[src/rtl/core/boxblur_pkg.sv]
// ----------------------------------------------------------------------------
// boxblur_pkg
// Shared widths, codes and types for the 3x3 edge-clipped box blur core.
// ----------------------------------------------------------------------------
package boxblur_pkg;

  localparam int PIX_W         = 8;
  localparam int NUM_CH        = 3;
  localparam int WIN_CELLS     = 9;
  localparam int WIDTH_REG_W   = 11;
  localparam int HEIGHT_REG_W  = 16;
  localparam int ROW_W         = HEIGHT_REG_W + 1;
  localparam int MAX_WIDTH_DEF = 1024;
  localparam int WIDTH_RESET   = 1024;
  localparam int HEIGHT_RESET  = 768;
  localparam int CFG_ADDR_W    = 3;
  localparam int CFG_DATA_W    = 32;

  // Divisor handling for the rounded mean: (2*sum + n) / (2*n).
  localparam int CNT_N_W     = 4;
  localparam int NUM_W       = 13;
  localparam int RECIP_W     = 20;
  localparam int RECIP_SHIFT = 20;

  localparam int CH_RED   = 2;
  localparam int CH_GREEN = 1;
  localparam int CH_BLUE  = 0;

  localparam logic REG_IMAGE_WIDTH  = 1'b0;
  localparam logic REG_IMAGE_HEIGHT = 1'b1;

  localparam logic OP_PUSH  = 1'b0;
  localparam logic OP_DRAIN = 1'b1;

  typedef logic [NUM_CH-1:0][PIX_W-1:0] pix_t;

  typedef struct packed {
    pix_t upper;
    pix_t middle;
  } line_pair_t;

  typedef struct packed {
    logic [WIN_CELLS-1:0] use_cells;
    logic [CNT_N_W-1:0]   n;
  } mean_ctl_t;

  typedef enum logic [1:0] {
    ST_IDLE,
    ST_READ,
    ST_SUM,
    ST_MUL
  } state_e;

  // ceil(2^RECIP_SHIFT / (2*n)) for the pixel counts that can occur. The
  // rounding error stays below one step for every numerator up to 2*9*255+9.
  function automatic logic [RECIP_W-1:0] recip(input logic [CNT_N_W-1:0] n);
    logic [RECIP_W-1:0] r;
    case (n)
      CNT_N_W'(1): r = RECIP_W'(524288);
      CNT_N_W'(2): r = RECIP_W'(262144);
      CNT_N_W'(3): r = RECIP_W'(174763);
      CNT_N_W'(4): r = RECIP_W'(131072);
      CNT_N_W'(6): r = RECIP_W'(87382);
      CNT_N_W'(9): r = RECIP_W'(58255);
      default:     r = '0;
    endcase
    return r;
  endfunction

endpackage

[src/rtl/core/boxblur_mean.sv]
// ----------------------------------------------------------------------------
// boxblur_mean
// Masked window sum per channel, registered, then a reciprocal multiply that
// yields the half-up rounded mean.
// ----------------------------------------------------------------------------
module boxblur_mean (
  input  logic                                         clk_i,
  input  logic                                         load_i,
  input  boxblur_pkg::pix_t [boxblur_pkg::WIN_CELLS-1:0] win_i,
  input  boxblur_pkg::mean_ctl_t                        ctl_i,
  output boxblur_pkg::pix_t                             mean_o
);

  localparam int COL_SUM_W = 10;
  localparam int SUM_W     = 12;
  localparam int PROD_W    = boxblur_pkg::NUM_W + boxblur_pkg::RECIP_W;

  logic [boxblur_pkg::NUM_CH-1:0][2:0][COL_SUM_W-1:0]     col_sum;
  logic [boxblur_pkg::NUM_CH-1:0][SUM_W-1:0]              total;
  logic [boxblur_pkg::NUM_CH-1:0][boxblur_pkg::NUM_W-1:0] num_d;
  logic [boxblur_pkg::NUM_CH-1:0][boxblur_pkg::NUM_W-1:0] num_q;
  logic [boxblur_pkg::RECIP_W-1:0]                        recip_q;
  logic [boxblur_pkg::NUM_CH-1:0][PROD_W-1:0]             prod;

  // Column sums first, then the three columns, to keep the adder depth short.
  always_comb begin
    for (int k = 0; k < boxblur_pkg::NUM_CH; k++) begin
      for (int c = 0; c < 3; c++) begin
        col_sum[k][c] =
            (ctl_i.use_cells[c*3]   ? COL_SUM_W'(win_i[c*3][k])   : '0) +
            (ctl_i.use_cells[c*3+1] ? COL_SUM_W'(win_i[c*3+1][k]) : '0) +
            (ctl_i.use_cells[c*3+2] ? COL_SUM_W'(win_i[c*3+2][k]) : '0);
      end
      total[k] = SUM_W'(col_sum[k][0]) + SUM_W'(col_sum[k][1]) + SUM_W'(col_sum[k][2]);
      num_d[k] = {total[k], 1'b0} + boxblur_pkg::NUM_W'(ctl_i.n);
    end
  end

  always_ff @(posedge clk_i) begin
    if (load_i) begin
      num_q   <= num_d;
      recip_q <= boxblur_pkg::recip(ctl_i.n);
    end
  end

  always_comb begin
    for (int k = 0; k < boxblur_pkg::NUM_CH; k++) begin
      prod[k]   = PROD_W'(num_q[k]) * PROD_W'(recip_q);
      mean_o[k] = prod[k][boxblur_pkg::RECIP_SHIFT +: boxblur_pkg::PIX_W];
    end
  end

endmodule

[config.mk]
export PLATFORM = sky130hd
export DESIGN_NAME = boxblur_mean
export DESIGN_NICKNAME = d
export VERILOG_FILES = /design/src/rtl/core/boxblur_pkg.sv /design/src/rtl/core/boxblur_mean.sv
export SDC_FILE = /design/constraint.sdc
export NUM_CORES = 2
export LEC_CHECK = 0
export ABC_AREA = 0
export BUFFER_PORTS_ARGS = -buffer_cell sky130_fd_sc_hd__buf_4
export CAP_MARGIN = 20
export CELL_PAD_IN_SITES_DETAIL_PLACEMENT = 2
export CELL_PAD_IN_SITES_GLOBAL_PLACEMENT = 2
export CORE_UTILIZATION = 40
export CTS_BUF_LIST = sky130_fd_sc_hd__clkbuf_4 sky130_fd_sc_hd__clkbuf_8 sky130_fd_sc_hd__clkbuf_16
export DETAILED_ROUTE_END_ITERATION = 12
export GPL_ROUTABILITY_DRIVEN = 1
export PLACE_DENSITY_LB_ADDON = 0.12
export SLEW_MARGIN = 20
export SYNTH_ARGS = -nofsm -noshare
export SYNTH_HDL_FRONTEND = slang
export SYNTH_SLANG_ARGS = --single-unit
[constraint.sdc]
create_clock -name clk_i -period 7.65 [get_ports clk_i]
set_input_delay 1.1475 -clock clk_i [delete_from_list [all_inputs] [get_ports clk_i]]
set_output_delay 1.1475 -clock clk_i [all_outputs]
set_load 0.05 [all_outputs]
## Word level (Yosys, flattened, before mapping)

Index checks and enable logic that the tools add are counted.
W data, S select, Z words.

- Flip-flop bits (word level): 59
- Input bits: 231
- Output and inout bits: 24
- Word-level logic and storage cells: 68

- Add/sub/neg operators: 27
- $mul: 3
- Equality and inequality tests: 6
- Muxes and demuxes: 28

Operators with widths:

| kind | count |
|---|---|
| $mux W8 | 27 |
| $pmux W20 S6 | 1 |
| $add A9 B8 Y10 | 9 |
| $mul A13 B20 Y28 | 3 |
| $add A8 B8 Y9 | 9 |
| $add A13 B4 Y13 | 3 |
| $add A11 B10 Y12 | 3 |
| $add A10 B10 Y11 | 3 |
| $eq A4 B2 Y1 const B | 2 |
| $eq A4 B3 Y1 const B | 2 |
| $eq A4 B1 Y1 const B | 1 |
| $eq A4 B4 Y1 const B | 1 |

## Depth between registers and ports, before layout

- Word-level depth: 6
- Gate-level depth with buffers: 23
- Mapped depth without buffers: 21

## Worst setup path after synthesis

Ideal clock, no wire load.

- Path type: reg2out
- Start: register recip_q[14] (netlist bit)
- End: output port mean_o[13] (netlist bit)
- Data arrival time: 6.101 ns
- Data required time: 6.503 ns
- Path slack: 0.402 ns
- Cell stages (with the launch flop): 22
- Buffers on the path: 3
- Path through: edfxtp_1 clkbuf_1 clkbuf_1 clkbuf_1 nand2_1 fa_1 fa_1 inv_1 fa_1 fa_1 inv_1 fa_1 inv_1 ha_1 nand3_1 nor2_1 o211ai_1 o41ai_4 nor4_2 o31ai_2 a21oi_1 xnor2_1

RTL lines:

| what | RTL line | RTL |
|---|---|---|
| from (decl) | boxblur_mean.sv:22 | `logic [boxblur_pkg::RECIP_W-1:0] recip_q;` |
| from (signal assigned) | boxblur_mean.sv:42 | `recip_q <= boxblur_pkg::recip(ctl_i.n);` |
| to (decl) | boxblur_mean.sv:11 | `output boxblur_pkg::pix_t mean_o` |

==> metrics.txt <==
# TYPE chip_impl_metric gauge
chip_impl_metric{name="grt_use_total",unit=""} 0.2651
chip_impl_metric{name="yosys_warnings",unit=""} 0
chip_impl_metric{name="timing.critical_path.required",unit="ps"} 6500
chip_impl_info{name="startpoint_type",value="flop"} 1
chip_impl_metric{name="drcViolationCount",unit=""} 0
chip_impl_metric{name="synthesis.nets",unit=""} 3731
chip_impl_info{name="synth_area_leaders",value="sky130_fd_sc_hd__fa_1 49%, sky130_fd_sc_hd__inv_1 13%, sky130_fd_sc_hd__ha_1 11%"} 1
chip_impl_metric{name="cts-htree-levels",unit=""} 2
chip_impl_metric{name="syn-cell-area",unit="sq mm"} 0.02486
chip_impl_metric{name="design.final.nets",unit=""} 3988
chip_impl_info{name="worst_hold_path_type",value="input port to flop"} 1
chip_impl_metric{name="cts.reportedPaths.clkPinSlew",unit="ps"} 60
chip_impl_metric{name="slew_headroom",unit=""} 0.5312
chip_impl_metric{name="grt_start_max_net_pins",unit=""} 46
chip_impl_metric{name="grt_first_pass_wirelength",unit="microns"} 127000
chip_impl_metric{name="stdcell_area",unit="sq mm"} 0.02826
chip_impl_metric{name="grt_pass1_vias",unit=""} 22207
chip_impl_metric{name="final.setup.worst_slack",unit="ps"} 180.6
chip_impl_metric{name="design.portCount",unit=""} 255
chip_impl_metric{name="clk_sink_count",unit=""} 45
chip_impl_metric{name="place_ws",unit="ps"} 173.0
chip_impl_metric{name="route.detailed.wl_per_inst",unit="microns"} 21.47
chip_impl_metric{name="drive_above_1_share",unit=""} 0.1186
chip_impl_metric{name="critPathArrivalTime",unit="ps"} 6320
chip_impl_metric{name="postSynthRegisterBits",unit=""} 45
chip_impl_metric{name="tightestPinTransition",unit="ps"} 703.2
chip_impl_metric{name="cts_hold_buf",unit=""} 0
chip_impl_metric{name="avgSynthCellArea",unit="sq um"} 9.289
chip_impl_metric{name="synth_enable_flop_cells",unit=""} 45
chip_impl_metric{name="clock.fmax",unit="MHz"} 133.9
chip_impl_info{name="worstSetupEndpointType",value="output port"} 1
chip_impl_info{name="layout_commonest_cell",value="sky130_fd_sc_hd__inv_1"} 1
chip_impl_metric{name="die_h",unit="microns"} 251.3
chip_impl_metric{name="die_width",unit="microns"} 251.3
chip_impl_info{name="critical_path.startpoint",value="recip_q[14]"} 1
chip_impl_metric{name="cts_buffers",unit=""} 5
chip_impl_metric{name="std_cell_rows",unit=""} 91
chip_impl_metric{name="drt-initial-drc-count",unit=""} 563
chip_impl_metric{name="final_period_minus_worst_setup_slack",unit="ps"} 7469
chip_impl_metric{name="setup_viol_count_final",unit=""} 0
chip_impl_metric{name="finalSetupTns",unit="ps"} 0
chip_impl_info{name="hold_path_end",value="num_q[0]"} 1
chip_impl_metric{name="antenna_violations_before_repair",unit=""} 2
chip_impl_metric{name="worst_hold_path.num_cells",unit=""} 1
chip_impl_metric{name="dp_hpwl",unit="microns"} 74750
chip_impl_info{name="min_from",value="ctl_i[0]"} 1
chip_impl_metric{name="yosysUniqueCellTypes",unit=""} 56
chip_impl_info{name="cts_root_buf",value="sky130_fd_sc_hd__clkbuf_16"} 1
chip_impl_metric{name="maxSlewViolCount",unit=""} 0
chip_impl_metric{name="grt_overflow_total",unit=""} 0
chip_impl_metric{name="dpl-instance-area",unit="sq mm"} 0.02788
chip_impl_metric{name="critPathMaxFanout",unit=""} 22
chip_impl_metric{name="detailedRoute.firstPassIterationCount",unit=""} 5
chip_impl_metric{name="initial_core_util",unit=""} 0.4035
chip_impl_metric{name="buffer_ports.inserted",unit=""} 254
chip_impl_info{name="run_status",value="completed"} 1
chip_impl_info{name="tritoncts",value="done"} 1
chip_impl_metric{name="synth_top_cell_area_share",unit=""} 0.4889
chip_impl_metric{name="antenna_cells",unit=""} 0
chip_impl_metric{name="cts_max_path_buffers",unit=""} 2
chip_impl_metric{name="timing.max_cap.violations",unit=""} 0
chip_impl_info{name="most-common-layout-cells",value="876 x sky130_fd_sc_hd__inv_1, 605 x sky130_fd_sc_hd__fa_1, 297 x sky130_fd_sc_hd__buf_4, 262 x sky130_fd_sc_hd__and2_1, 234 x sky130_fd_sc_hd__nand2_1"} 1
chip_impl_metric{name="antenna_violating_nets_post_route",unit=""} 0
chip_impl_info{name="rsz0062_at_grt",value="true"} 1
chip_impl_metric{name="portion_of_the_clock_cycle_consumed_by_the_worst_path_in_the_final_layout",unit=""} 0.9764
chip_impl_info{name="setup.worst_path.class",value="flop to output port"} 1
chip_impl_metric{name="synthToLayoutAreaGrowth",unit="%"} 13.68
chip_impl_metric{name="design.core.area",unit="sq mm"} 0.06160
chip_impl_metric{name="design.die.area",unit="sq mm"} 0.06314
chip_impl_metric{name="finalHoldViolCount",unit=""} 0
chip_impl_metric{name="wl",unit="microns"} 80980
chip_impl_metric{name="vias_per_cell",unit=""} 4.835
chip_impl_metric{name="synth_async_sr_flop_share",unit=""} 0
chip_impl_info{name="yosysTopAreaCell",value="sky130_fd_sc_hd__fa_1"} 1
chip_impl_metric{name="worst_hold_slack",unit="ps"} 1099
chip_impl_info{name="synth_flop_cell",value="sky130_fd_sc_hd__edfxtp_1"} 1
chip_impl_metric{name="vias",unit=""} 18231
chip_impl_metric{name="place_congestion",unit=""} 0.9148
chip_impl_metric{name="syn_inst",unit=""} 2676
chip_impl_metric{name="yosysSeqAreaShare",unit=""} 0.05436
-- stage by stage --
step	util	cells
floorplan	-	2676
global placement	0.4526	3750
detailed placement	0.4526	3750
CTS	0.4559	3760
global route	0.4587	3771
finish	0.4587	3771
-- cell usage after synthesis (2+ instances only) --
| master | number |
|---|---|
| sky130_fd_sc_hd__inv_1 | 878 |
| sky130_fd_sc_hd__fa_1 | 607 |
| sky130_fd_sc_hd__and2_1 | 267 |
| sky130_fd_sc_hd__nand2_1 | 237 |
| sky130_fd_sc_hd__ha_1 | 217 |
| sky130_fd_sc_hd__xnor2_1 | 58 |
| sky130_fd_sc_hd__clkbuf_1 | 46 |
| sky130_fd_sc_hd__edfxtp_1 | 45 |
| sky130_fd_sc_hd__a21oi_1 | 42 |
| sky130_fd_sc_hd__xor2_1 | 42 |
| sky130_fd_sc_hd__nor2_1 | 34 |
| sky130_fd_sc_hd__o21ai_0 | 34 |
| sky130_fd_sc_hd__nor3_1 | 21 |
| sky130_fd_sc_hd__a21o_1 | 19 |
| sky130_fd_sc_hd__nand3_1 | 16 |
| sky130_fd_sc_hd__nor2b_1 | 13 |
| sky130_fd_sc_hd__o21a_1 | 11 |
| sky130_fd_sc_hd__and3_1 | 7 |
| sky130_fd_sc_hd__nand3b_1 | 5 |
| sky130_fd_sc_hd__or2_2 | 5 |
| sky130_fd_sc_hd__a211oi_1 | 4 |
| sky130_fd_sc_hd__a221oi_1 | 4 |
| sky130_fd_sc_hd__a22oi_1 | 4 |
| sky130_fd_sc_hd__nand2b_1 | 4 |
| sky130_fd_sc_hd__nand4_1 | 4 |
| sky130_fd_sc_hd__o22ai_1 | 4 |
| sky130_fd_sc_hd__or3_1 | 4 |
| sky130_fd_sc_hd__a21boi_0 | 3 |
| sky130_fd_sc_hd__buf_2 | 3 |
| sky130_fd_sc_hd__nor4b_1 | 3 |
| sky130_fd_sc_hd__o211ai_1 | 3 |
| sky130_fd_sc_hd__o21bai_1 | 3 |
| sky130_fd_sc_hd__o31a_1 | 3 |
| sky130_fd_sc_hd__a211oi_2 | 2 |
| sky130_fd_sc_hd__o2111ai_1 | 2 |
| sky130_fd_sc_hd__o31ai_2 | 2 |
-- per-layer routing --
| layer | track usage | vias up | share of wire |
|---|---|---|---|
| li1 | - | 8179 | - |
| met1 | 0.3527 | 9600 | 0.44 |
| met2 | 0.4682 | 393 | 0.50 |
| met3 | 0.03210 | 55 | 0.040 |
| met4 | 0.04373 | 4 | 0.015 |
| met5 | 0 | - | 0.00032 |
-- worst max path at each step --
stage,end,slack [ps]
after floorplan,mean_o[13],400
after global placement,mean_o[7],340
after detailed placement,mean_o[7],170
after CTS,mean_o[7],30
after global routing,mean_o[20],-50
final,mean_o[7],180
-- cell families (layout without fill, tap and decap cells) --
family	count (synthesis)	count (layout)	share of synthesized area
adder cells (fa/ha/maj)	824	824	0.5981
XOR/XNOR	100	100	0.03523
AO/OA/AOI/OAI	152	152	0.04188
buffers and inverters	928	1186	0.1403
flip-flops	45	45	0.05436
AND/OR/NAND/NOR	627	627	0.1301
-- state kept, by name, summed over array words and instances, names as in the netlist --
register,flops
num_q,37
recip_q,8
-- critical path, cell delays in order (launching register included) --
cell                       delay, ps
sky130_fd_sc_hd__edfxtp_1        350
sky130_fd_sc_hd__buf_4           320
sky130_fd_sc_hd__and2_1          220
sky130_fd_sc_hd__inv_1            70
sky130_fd_sc_hd__fa_1            520
sky130_fd_sc_hd__inv_1            70
sky130_fd_sc_hd__fa_1            560
sky130_fd_sc_hd__inv_1            80
sky130_fd_sc_hd__fa_1            510
sky130_fd_sc_hd__inv_1            60
sky130_fd_sc_hd__fa_1            530
sky130_fd_sc_hd__inv_1            50
sky130_fd_sc_hd__fa_1            470
sky130_fd_sc_hd__inv_1            50
sky130_fd_sc_hd__ha_1            350
sky130_fd_sc_hd__nand3_1         100
sky130_fd_sc_hd__nor3_1          170
sky130_fd_sc_hd__o21ai_1         180
sky130_fd_sc_hd__a211oi_4        390
sky130_fd_sc_hd__nor3_2          140
sky130_fd_sc_hd__o31ai_2         300
sky130_fd_sc_hd__a21oi_1         130
sky130_fd_sc_hd__xnor2_1         150
sky130_fd_sc_hd__buf_4           220
-- what timing repair did --
action | in CTS | in global routing
setup buffers | 2 | 11
gates cloned | 0 | 0
endpoints found under the hold margin | 0 | 0
resized for setup | 3 | 25
endpoints found under the setup margin | 8 | 12
pin swaps | 1 | 8
-- cell type report --
cell class / instances / area [sq um]
inverters: 878 / 3296
fillers: 6720 / 33340
multi-input cells: 1703 / 20120
flip-flops and latches: 45 / 1351
clock inverters: 2 / 33.78
clock buffers: 6 / 132.6
repair buffers: 300 / 2272
well taps: 837 / 1047
Power is not shown: default switching activity piles up to over one toggle a cycle in this logic, so the estimate is an artifact.
